[config.mk]
export PLATFORM = sky130hd
export DESIGN_NAME = positional_ordered_list_top
export DESIGN_NICKNAME = d
export VERILOG_FILES = /design/src/design/pol_pkg.sv /design/src/design/pol_cell.sv /design/src/design/pol_ctrl.sv /design/src/design/positional_ordered_list_top.sv
export VERILOG_INCLUDE_DIRS = /design/src /design/src/design
export SDC_FILE = /design/constraint.sdc
export NUM_CORES = 1
export LEC_CHECK = 0
export ABC_CLOCK_PERIOD_IN_PS = 5750
export BUFFER_PORTS_ARGS = -buffer_cell sky130_fd_sc_hd__buf_2
export CORE_ASPECT_RATIO = 0.7
export CORE_MARGIN = 4
export CORE_UTILIZATION = 37
export DETAILED_ROUTE_END_ITERATION = 8
export PLACE_DENSITY = 0.53
export SYNTH_ARGS = -nofsm -noshare
export SYNTH_HDL_FRONTEND = slang
export SYNTH_SLANG_ARGS = --single-unit
export TNS_END_PERCENT = 5
[constraint.sdc]
create_clock -name clk_i -period 5.75 [get_ports clk_i]
set_clock_uncertainty 0.05 [all_clocks]
set_input_delay 0.575 -clock clk_i [delete_from_list [all_inputs] [get_ports clk_i]]
set_output_delay 0.575 -clock clk_i [all_outputs]
set_load 0.02 [all_outputs]
[src/design/positional_ordered_list_top_macros.svh]
// Assertion helpers for the positional ordered list.
// Clocked on clk_i and disabled while rst_ni is low.
`ifndef POSITIONAL_ORDERED_LIST_TOP_MACROS_SVH
`define POSITIONAL_ORDERED_LIST_TOP_MACROS_SVH

`ifndef SYNTH
`define POL_ASSERT(lbl, prop, msg) \
  lbl: assert property (@(posedge clk_i) disable iff (!rst_ni) (prop)) else $error(msg);
`define POL_ASSERT_NEXT(lbl, ante, cons, msg) \
  lbl: assert property (@(posedge clk_i) disable iff (!rst_ni) (ante) |=> (cons)) \
    else $error(msg);
`else
`define POL_ASSERT(lbl, prop, msg)
`define POL_ASSERT_NEXT(lbl, ante, cons, msg)
`endif

`endif

[src/design/pol_pkg.sv]
`default_nettype none
package pol_pkg;

  typedef enum logic [2:0] {
    REQ_INS_FRONT = 3'd0,
    REQ_INS_BACK  = 3'd1,
    REQ_INS_AT    = 3'd2,
    REQ_DEL_FRONT = 3'd3,
    REQ_DEL_BACK  = 3'd4,
    REQ_DEL_AT    = 3'd5,
    REQ_READ_AT   = 3'd6
  } req_e;

  typedef enum logic [1:0] {
    ST_DONE    = 2'd0,
    ST_IGNORED = 2'd1,
    ST_REFUSED = 2'd2
  } status_e;

  localparam int unsigned PosW = 6;

  // Shift command broadcast to every cell
  typedef struct packed {
    logic            ins;
    logic            del;
    logic [PosW-1:0] idx;
  } cell_ctl_t;

endpackage
`default_nettype wire

[src/design/pol_cell.sv]
`default_nettype none
module pol_cell (
  input  wire                          clk_i,
  input  wire pol_pkg::cell_ctl_t      ctl_i,
  input  wire [pol_pkg::PosW-1:0]      my_idx_i,
  input  wire logic signed [31:0]      value_i,
  input  wire logic signed [31:0]      left_i,
  input  wire logic signed [31:0]      right_i,
  output logic signed [31:0]           data_o
);
  import pol_pkg::*;

  logic signed [31:0] data_q, data_d;

  always_comb begin
    data_d = data_q;
    if (ctl_i.ins) begin
      if (my_idx_i == ctl_i.idx) begin
        data_d = value_i;
      end else if (my_idx_i > ctl_i.idx) begin
        data_d = left_i;
      end
    end else if (ctl_i.del) begin
      // closing the gap: everything from the deleted slot pulls from the right
      if (my_idx_i >= ctl_i.idx) begin
        data_d = right_i;
      end
    end
  end

  always_ff @(posedge clk_i) begin
    data_q <= data_d;
  end

  assign data_o = data_q;

endmodule
`default_nettype wire

[src/design/pol_ctrl.sv]
`default_nettype none
`include "positional_ordered_list_top_macros.svh"
module pol_ctrl #(
  parameter int unsigned CAPACITY = 16
) (
  input  wire                          clk_i,
  input  wire                          rst_ni,
  input  wire                          accept_i,
  input  wire [2:0]                    req_type_i,
  input  wire [pol_pkg::PosW-1:0]      position_i,
  output pol_pkg::cell_ctl_t           ctl_o,
  output pol_pkg::status_e             status_o,
  output logic [pol_pkg::PosW-1:0]     count_o,
  output logic                         read_hit_o
);
  import pol_pkg::*;

  localparam int unsigned CntW = $clog2(CAPACITY + 1);

  logic [CntW-1:0] count_q, count_d;
  logic [PosW:0]   pos_x, cnt_x;
  logic            full, empty;
  cell_ctl_t       ctl;
  status_e         status;
  logic            read_hit;

  assign pos_x = {1'b0, position_i};
  assign cnt_x = (PosW + 1)'(count_q);
  assign full  = (cnt_x == (PosW + 1)'(CAPACITY));
  assign empty = (count_q == '0);

  always_comb begin
    ctl      = '0;
    status   = ST_IGNORED;
    read_hit = 1'b0;
    unique case (req_type_i)
      REQ_INS_FRONT, REQ_INS_BACK: begin
        ctl.idx = (req_type_i == REQ_INS_FRONT) ? '0 : cnt_x[PosW-1:0];
        if (full) begin
          status = ST_REFUSED;
        end else begin
          ctl.ins = 1'b1;
          status  = ST_DONE;
        end
      end
      REQ_INS_AT: begin
        ctl.idx = position_i - PosW'(1);
        // position check comes before the full check
        if (pos_x == '0 || pos_x > cnt_x + (PosW + 1)'(1)) begin
          status = ST_IGNORED;
        end else if (full) begin
          status = ST_REFUSED;
        end else begin
          ctl.ins = 1'b1;
          status  = ST_DONE;
        end
      end
      REQ_DEL_FRONT, REQ_DEL_BACK: begin
        ctl.idx = (req_type_i == REQ_DEL_FRONT) ? '0 : cnt_x[PosW-1:0] - PosW'(1);
        if (!empty) begin
          ctl.del = 1'b1;
          status  = ST_DONE;
        end
      end
      REQ_DEL_AT: begin
        ctl.idx = position_i - PosW'(1);
        if (!empty && pos_x != '0 && pos_x <= cnt_x) begin
          ctl.del = 1'b1;
          status  = ST_DONE;
        end
      end
      REQ_READ_AT: begin
        if (pos_x != '0 && pos_x <= cnt_x) begin
          read_hit = 1'b1;
          status   = ST_DONE;
        end
      end
      default: begin
        status = ST_IGNORED;
      end
    endcase
    if (!accept_i) begin
      ctl.ins  = 1'b0;
      ctl.del  = 1'b0;
      read_hit = 1'b0;
    end
  end

  always_comb begin
    count_d = count_q;
    if (ctl.ins) begin
      count_d = count_q + CntW'(1);
    end else if (ctl.del) begin
      count_d = count_q - CntW'(1);
    end
  end

  always_ff @(posedge clk_i or negedge rst_ni) begin
    if (!rst_ni) begin
      count_q <= '0;
    end else begin
      count_q <= count_d;
    end
  end

  assign ctl_o      = ctl;
  assign status_o   = status;
  assign count_o    = PosW'(count_d);
  assign read_hit_o = read_hit;

  `POL_ASSERT(a_count_bound, cnt_x <= (PosW + 1)'(CAPACITY), "count above capacity")
  `POL_ASSERT(a_ins_del_excl, !(ctl.ins && ctl.del), "insert and delete together")
  `POL_ASSERT(a_ins_not_full, !ctl.ins || !full, "insert into full list")
  `POL_ASSERT_NEXT(a_refused_hold, accept_i && status == ST_REFUSED, $stable(count_q),
    "count moved on refused insert")

endmodule
`default_nettype wire

[src/design/positional_ordered_list_top.sv]
// Channel   Direction  Transfer when         Ports
// request   in         start_i && !busy_o    req_type_i, value_i, position_i
// result    out        done_o (one cycle)    status_o, count_o, read_value_o, read_valid_o
//
// One request per cycle: every cell compares its index with the request slot and
// shifts left, right or holds at the same edge, so busy_o never rises.
// The result is registered and appears in the cycle after the request transfer, for one cycle only.
// rst_ni clears the element count and the result strobe; cell contents stay stale.
// The receiver cannot stall; results are not held back.
`default_nettype none
`include "positional_ordered_list_top_macros.svh"
module positional_ordered_list_top #(
  parameter int unsigned CAPACITY = 16
) (
  input  wire                          clk_i,
  input  wire                          rst_ni,
  input  wire                          start_i,
  output logic                         busy_o,
  input  wire [2:0]                    req_type_i,
  input  wire logic signed [31:0]      value_i,
  input  wire [5:0]                    position_i,
  output logic                         done_o,
  output logic [1:0]                   status_o,
  output logic [5:0]                   count_o,
  output logic signed [31:0]           read_value_o,
  output logic                         read_valid_o
);
  import pol_pkg::*;

  localparam int unsigned IdxW = $clog2(CAPACITY);

  logic               accept;
  cell_ctl_t          ctl;
  status_e            status;
  logic [PosW-1:0]    count_next;
  logic               read_hit;
  logic signed [31:0] cell_data [CAPACITY];
  logic [PosW-1:0]    rd_slot;
  logic signed [31:0] rd_data;

  logic               done_q;
  logic [1:0]         status_q;
  logic [5:0]         count_q;
  logic signed [31:0] read_value_q;
  logic               read_valid_q;

  assign busy_o = 1'b0;
  assign accept = start_i && !busy_o;

  pol_ctrl #(
    .CAPACITY (CAPACITY)
  ) u_ctrl (
    .clk_i      (clk_i),
    .rst_ni     (rst_ni),
    .accept_i   (accept),
    .req_type_i (req_type_i),
    .position_i (position_i),
    .ctl_o      (ctl),
    .status_o   (status),
    .count_o    (count_next),
    .read_hit_o (read_hit)
  );

  for (genvar i = 0; i < CAPACITY; i++) begin : g_cell
    logic signed [31:0] left, right;
    if (i == 0) begin : g_first
      assign left = value_i;
    end else begin : g_mid
      assign left = cell_data[i-1];
    end
    if (i == CAPACITY - 1) begin : g_last
      assign right = cell_data[i];
    end else begin : g_inner
      assign right = cell_data[i+1];
    end
    pol_cell u_cell (
      .clk_i    (clk_i),
      .ctl_i    (ctl),
      .my_idx_i (PosW'(i)),
      .value_i  (value_i),
      .left_i   (left),
      .right_i  (right),
      .data_o   (cell_data[i])
    );
  end

  // slot is only used on a hit, where it lies below the count
  assign rd_slot = position_i - PosW'(1);
  assign rd_data = cell_data[rd_slot[IdxW-1:0]];

  always_ff @(posedge clk_i or negedge rst_ni) begin
    if (!rst_ni) begin
      done_q       <= 1'b0;
      status_q     <= ST_DONE;
      count_q      <= '0;
      read_value_q <= '0;
      read_valid_q <= 1'b0;
    end else begin
      done_q       <= accept;
      read_valid_q <= read_hit;
      if (accept) begin
        status_q     <= status;
        count_q      <= count_next;
        read_value_q <= read_hit ? rd_data : '0;
      end
    end
  end

  assign done_o       = done_q;
  assign status_o     = status_q;
  assign count_o      = count_q;
  assign read_value_o = read_value_q;
  assign read_valid_o = read_valid_q;

  `POL_ASSERT(a_out_count, count_o <= 6'(CAPACITY), "reported count above capacity")
  `POL_ASSERT(a_read_valid, !read_valid_o || (done_o && status_o == ST_DONE),
    "read_valid without a completed read")
  `POL_ASSERT(a_refused_full, !(done_o && status_o == ST_REFUSED) || count_o == 6'(CAPACITY),
    "refused insert while not full")

endmodule
`default_nettype wire
=== After elaboration in Yosys (flattened, before gate mapping) ===
Cells that the tools add are included.
W data, S select, Z words.

* Bits in registers: 558
* Input port bits: 44

* Magnitude comparators: 34
* Muxes and demuxes: 102
* Bitwise logic cells: 1
* $add $sub $neg: 5
* Equal/unequal tests: 37
* Reduce and logical (&&, ||, !) cells: 46

{| class="wikitable"
|+ Operator list
! cell !! count
|-
| $mux W32 || 80
|-
| $bmux W32 S4 || 1
|-
| $eq A4 B6 Y1 const A || 8
|-
| $gt A4 B6 Y1 const A || 8
|-
| $ne A3 B1 Y1 const B || 15
|-
| $reduce_and A3 Y1 || 15
|-
| $ge A4 B6 Y1 const A || 7
|-
| $reduce_bool A2 Y1 || 17
|-
| $eq A3 B6 Y1 const A || 4
|-
| $ge A3 B6 Y1 const A || 4
|-
| $gt A3 B6 Y1 const A || 4
|-
| $pmux W6 S3 || 1
|-
| $mux W5 || 3
|-
| $eq A2 B6 Y1 const A || 2
|-
| $ge A1 B6 Y1 const A || 2
|-
| $ge A2 B6 Y1 const A || 2
|-
| $gt A1 B6 Y1 const A || 2
|-
| $gt A2 B6 Y1 const A || 2
|-
| $mux W1 || 10
|-
| $pmux W2 S5 || 1
|-
| $eq A3 B3 Y1 const B || 3
|-
| $gt A6 B7 Y1 || 1
|-
| $logic_not A7 Y1 || 1
|-
| $reduce_bool A7 Y1 || 1
|-
| 23 further kinds || 31
|}

=== Depth between registers and ports, before layout ===
* Depth in word-level cells: 9
* Mapped depth: 13

=== Cells and area by module ===
From an unflattened synthesis, not the netlist that was laid out.

* Cells, all modules: 3936
* Area, all modules: 37435.9 um^2

{| class="wikitable"
|+ By module, submodules not included
! module !! seq. area each (um^2) !! instances !! cells an instance !! area each (um^2)
|-
| pol_cell || 960.9 || 16 || 208 || 1928.1
|-
| positional_ordered_list_top || 1051.0 || 1 || 467 || 5532.8
|-
| pol_ctrl || 125.1 || 1 || 141 || 1053.5
|}

=== Worst setup path after synthesis ===
OpenSTA, ideal clock, no wires.

* Path type: flip-flop to flip-flop
* Start point: register u_ctrl.count_q[0]
* End point: register g_cell[0].u_cell.data_q[0] (enable)
* Cell stages (with the launch flop): 12
* Required time: 5.199 ns
* Period minus slack after synthesis: 6.183 ns
* Arrival: 5.632 ns
* Setup time: 0.501 ns
* Path slack: -0.433 ns
* Cells stage by stage: dfrtp_1 ha_1 nand3_1 xnor2_1 ha_1 a2111oi_0 a221oi_1 o22ai_1 clkbuf_1 buf_2 nor2_1 nor4_1

* Word-level cells in the longest chain between the ends: 9
* Elaborated cells on any way between the ends: 27

{| class="wikitable"
|+ RTL lines
! item !! line !! text
|-
| start, declared || pol_ctrl.sv:20 || <nowiki>logic [CntW-1:0] count_q, count_d;</nowiki>
|-
| start signal, assigned || pol_ctrl.sv:102 || <nowiki>count_q <= count_d;</nowiki>
|-
| branches (longest 8 deep; another with $gt A6 B7 Y1) || - ||
|-
| $reduce_and A3 Y1 (no line) * || - ||
|-
| end signal, assigned || pol_cell.sv:32 || <nowiki>data_q <= data_d;</nowiki>
|-
| end, declared || pol_cell.sv:13 || <nowiki>logic signed [31:0] data_q, data_d;</nowiki>
|}

Mark *: on every way between the ends.
A chain may end at the register's enable or synchronous reset.

=== Worst setup path after layout ===
* Start point: register u_ctrl.count_q[0]
* End point: register g_cell[4].u_cell.data_q[18] (data pin)

* Word-level cells in the longest chain between the ends: 7
* Elaborated cells on any way between the ends: 15

{| class="wikitable"
|+ RTL lines
! item !! line !! text
|-
| $add A5 B1 Y6 || pol_ctrl.sv:49 || <nowiki>if (pos_x == '0 || pos_x > cnt_x + (PosW + 1)'(1)) begin</nowiki>
|-
| $gt A6 B7 Y1 || pol_ctrl.sv:49 ||
|-
| $logic_or A1 B1 Y1 || pol_ctrl.sv:49 ||
|-
| $mux W1 || pol_ctrl.sv:49 ||
|-
| $pmux W1 S2 || pol_ctrl.sv:36 || <nowiki>unique case (req_type_i)</nowiki>
|-
| $mux W2 || pol_ctrl.sv:82 || <nowiki>if (!accept_i) begin</nowiki>
|-
| $mux W32 * || pol_cell.sv:17 || <nowiki>if (ctl_i.ins) begin</nowiki>
|-
| net g_cell[4].u_cell.data_d[18] || pol_cell.sv:13 ||
|-
| end signal, assigned || pol_cell.sv:32 ||
|-
| end, declared || pol_cell.sv:13 ||
|}

Mark *: on every way through the listed nets, which the timed path passes. The rest lies on a longest branch.

==> results_dict.tcl <==
set metrics [dict create \
    placed_area_sq_um 35200 \
    period_share_pct 85.9 \
    combPwrFrac_pct 31.1 \
    rsz0062_at_grt "no" \
    cts_setup_buffers 0 \
    timing.final.crit_period_ns 4.94 \
    coreArea_sq_um 89900 \
    crit_chain "ha_1 > nand3_1 > xnor2_1 > ha_1 > a2111oi_0 > a221oi_1 > o22ai_4 > buf_12 > buf_12 > nand2_1 > o211ai_1" \
    cts_resized 0 \
    fp.dieH_um 260 \
    dieArea_sq_um 95600 \
    slowest_stage "a2111oi_0" \
    routed_via_density 7.16 \
    maxSlewHeadroom_pct 25.3 \
    drt_iter0_drc 4350 \
    die_w_um 368 \
    synthTopCellsByCount "549 x o211ai_1, 530 x nand2_1, 512 x edfxtp_1" \
    port_buffers 84 \
    drc 0 \
    report.final.hold_viol_count 0 \
    reg2reg_setup_slack_ns 0.81 \
    setup_tns_ns 0 \
    internal-power_mw 8.68 \
    drive_above_1_share_pct 17.4 \
    synthCells 2971 \
    netlist.area_leader.share_pct 45.9 \
    synth_edf_count 512 \
    crit_path_start "u_ctrl.count_q[0]$_DFF_PN0_" \
    avgRoutedWirePerCell_um 33.5 \
    seq_area_sq_um 16500 \
    dp_hpwl_mm 74.2 \
    power_density_nw_per_um2 375 \
    cts_htree_levels 2 \
    endpoint "g_cell[4].u_cell.data_o[18]$_DFFE_PP_" \
    yosysMostFrequentCell "o211ai_1" \
    tightest_slew_ns 1.12 \
    setup_viol 0 \
    status "completed" \
    critPathArrivalTime_ns 5.34 \
    vias 29334 \
    max-vdd-ir-drop_mv 0.290 \
    timing.rr.end "g_cell[4].u_cell.data_o[18]$_DFFE_PP_" \
    yosys-top-cells-area "edfxtp_1 46%, o211ai_1 12%, mux4_2 8.6%" \
    multi_input_area_sq_um 15500 \
    ys_seq_area_share_pct 49.3 \
    p_sw_share_pct 37.6 \
    worstPathMaxFanout 153 \
    dpl_worst_slack_ns 0.966 \
    syn_area_per_cell_sq_um 11.3 \
    synth-main-ff-cell "edfxtp_1" \
    synth_area_sq_um 33500 \
    grt_pass1_vias 28438 \
    drv_slew 0 \
    leakagePower_nw 11.8 \
    drt-pass1-iter-count 6 \
    end_kind "flop" \
    max_freq_ghz 0.203 \
    ant_nets 0 \
    gp_congestion 0.831 \
    maxCapViolCount 0 \
    power_frac_clock_pct 27.9 \
    synth_top_area_cell "edfxtp_1" \
    critical_path_class "reg2reg" \
    switchingPower_mw 5.22 \
    clock_latency_ns 0.66 \
    cp.required_ns 6.15 \
    hp-class "in2reg" \
    start_kind "flop" \
    placementRows 92 \
    async_flop_share_pct 8.24 \
    io_pins 87 \
    pwr-share-seq_pct 41.0 \
    area_delta_synth_final_pct 10.6 \
    cts_sinks 558 \
    postSynthRegisterBits 558 \
    utilization_pct 41.3 \
    cts_buffer_depth 3 \
    grt_first_pass_wirelength_mm 198 \
    nets 2884 \
    final_cell_area_sq_um 37100 \
    hold-worst-slack_ns 0.147 \
    drt_wl_total_mm 137 \
    antenna_found_initial 2 \
    track_usage_pct 27.6 \
    grt_max_degree 169 \
    nFillCells 8444 \
    grt-ovfl-total 0 \
    cts.clk_slew.worst_paths_ns 0.06 \
    cts_made_buffers 60 \
    root_buffer "clkbuf_16" \
    yosys_warnings 0 \
    slowest_delay_ns 0.55 \
    reg2reg_depth 11 \
    worst_slack_ns 0.813 \
    cts_tree "built" \
    start_util_pct 37.3 \
    post_synth_num_cell_types 76 \
    reg2reg_from "u_ctrl.count_q[0]$_DFF_PN0_" \
]
[flip-flops by register name, summed over array words and instances (netlist names)]
name	cells
g_cell.u_cell.data_o	512
read_value_o	32
count_o	5
u_ctrl.count_q	5
status_o	2
done_o	1
read_valid_o	1
[worst max-delay path, delay by kind of cell (launching register included)]
family	cells	cell delay, ns
buffers and inverters	2	0.77
flip-flops	1	0.50
AO/OA/AOI/OAI	4	1.53
XOR/XNOR	1	0.32
AND/OR/NAND/NOR	2	0.66
adder cells (fa/ha/maj)	2	0.66
[layout make-up]
cell class,instances,area share (%)
inverters,16,0.162
multi-input cells,2000,41.8
well taps,1222,4.12
clock inverters,22,0.374
diodes,2,0.0135
flip-flops and latches,558,44.5
repair buffers,189,4.37
clock buffers,89,4.64
[cells by family after synthesis]
| kind of cell | Yosys count | synth area share (%) |
|---|---|---|
| buffers and inverters | 414 | 5.28 |
| and+or+nand+nor | 714 | 8.89 |
| other | 1 | 0.0112 |
| AOI/OAI and AO/OA | 1033 | 23.9 |
| adders and majority gates | 15 | 0.560 |
| DFF | 558 | 49.3 |
| muxes | 228 | 11.8 |
| xor gates and xnor gates | 8 | 0.209 |
[how the worst min path moves through the flow]
stage,start,end,slack (ns),cells past startpoint
6_report,start_i,done_o$_DFF_PN0_,0.15,1
5_1_grt,start_i,done_o$_DFF_PN0_,0.14,1
4_1_cts,start_i,done_o$_DFF_PN0_,0.11,1
3_5_place_dp,status_o[0]$_DFFE_PN0P_,status_o[0]$_DFFE_PN0P_,0.42,2
3_3_place_gp,read_value_o[5]$_DFFE_PN0P_,read_value_o[5]$_DFFE_PN0P_,0.42,1
2_1_floorplan,rst_ni,count_o[0]$_DFFE_PN0P_,0.23,0
[routing by layer]
metal | GRT usage, % | wire length (um) | part of all wire, %
met1 | 40.8 | 56800 | 41
met2 | 39.4 | 56700 | 41
met3 | 7.33 | 19100 | 14
met4 | 8.68 | 4710 | 3.4
met5 | 0 | 12 | 0.0087
[power by group through the flow]
stage | clock, mW | sequential (mW) | combinational [mW]
4_1_cts | 3.92 | 5.69 | 4.18
6_report | 3.88 | 5.71 | 4.32
5_1_grt | 4.10 | 5.76 | 4.50
3_5_place_dp | 0 | 5.77 | 4.17
3_3_place_gp | 0 | 5.74 | 4.11
2_1_floorplan | 0 | 5.65 | 2.49
[what timing repair did]
item,4_1_cts,5_1_grt
endpoints found under the hold margin,20,0
hold buffers,1,0
setup endpoints to repair,0,0
[cells in the final DEF (no fill, tap or decap), types with 5 or more instances in the layout]
cell type  instances
inv_1             14
o2bb2ai_1         32
mux4_2           128
dfrtp_1           46
nand2_1          529
nor3b_1            5
nor2_4             5
o31ai_1           34
clkbuf_1          20
clkinv_1          12
clkbuf_16         62
buf_4             72
clkbuf_8           8
mux2i_1           35
nand4_1           40
buf_2             83
mux2_2            64
ha_1              14
a21oi_4            8
nor2b_1            5
o211ai_1         549
or3_1             12
a21oi_1           38
edfxtp_1         512
clkinv_2           7
xnor2_1            7
a31oi_1           36
o311ai_0         289
o21ai_0            7
nor2_1            79
buf_12            32
[per-stage QoR]
stage | total power [mW] | cells
2_1_floorplan | 8.15 | 2972
3_3_place_gp | 9.85 | 3984
4_1_cts | 13.8 | 4096
3_5_place_dp | 9.94 | 3984
6_report | 13.9 | 4098
5_1_grt | 14.4 | 4096
Power figures use the tool's default switching activity.
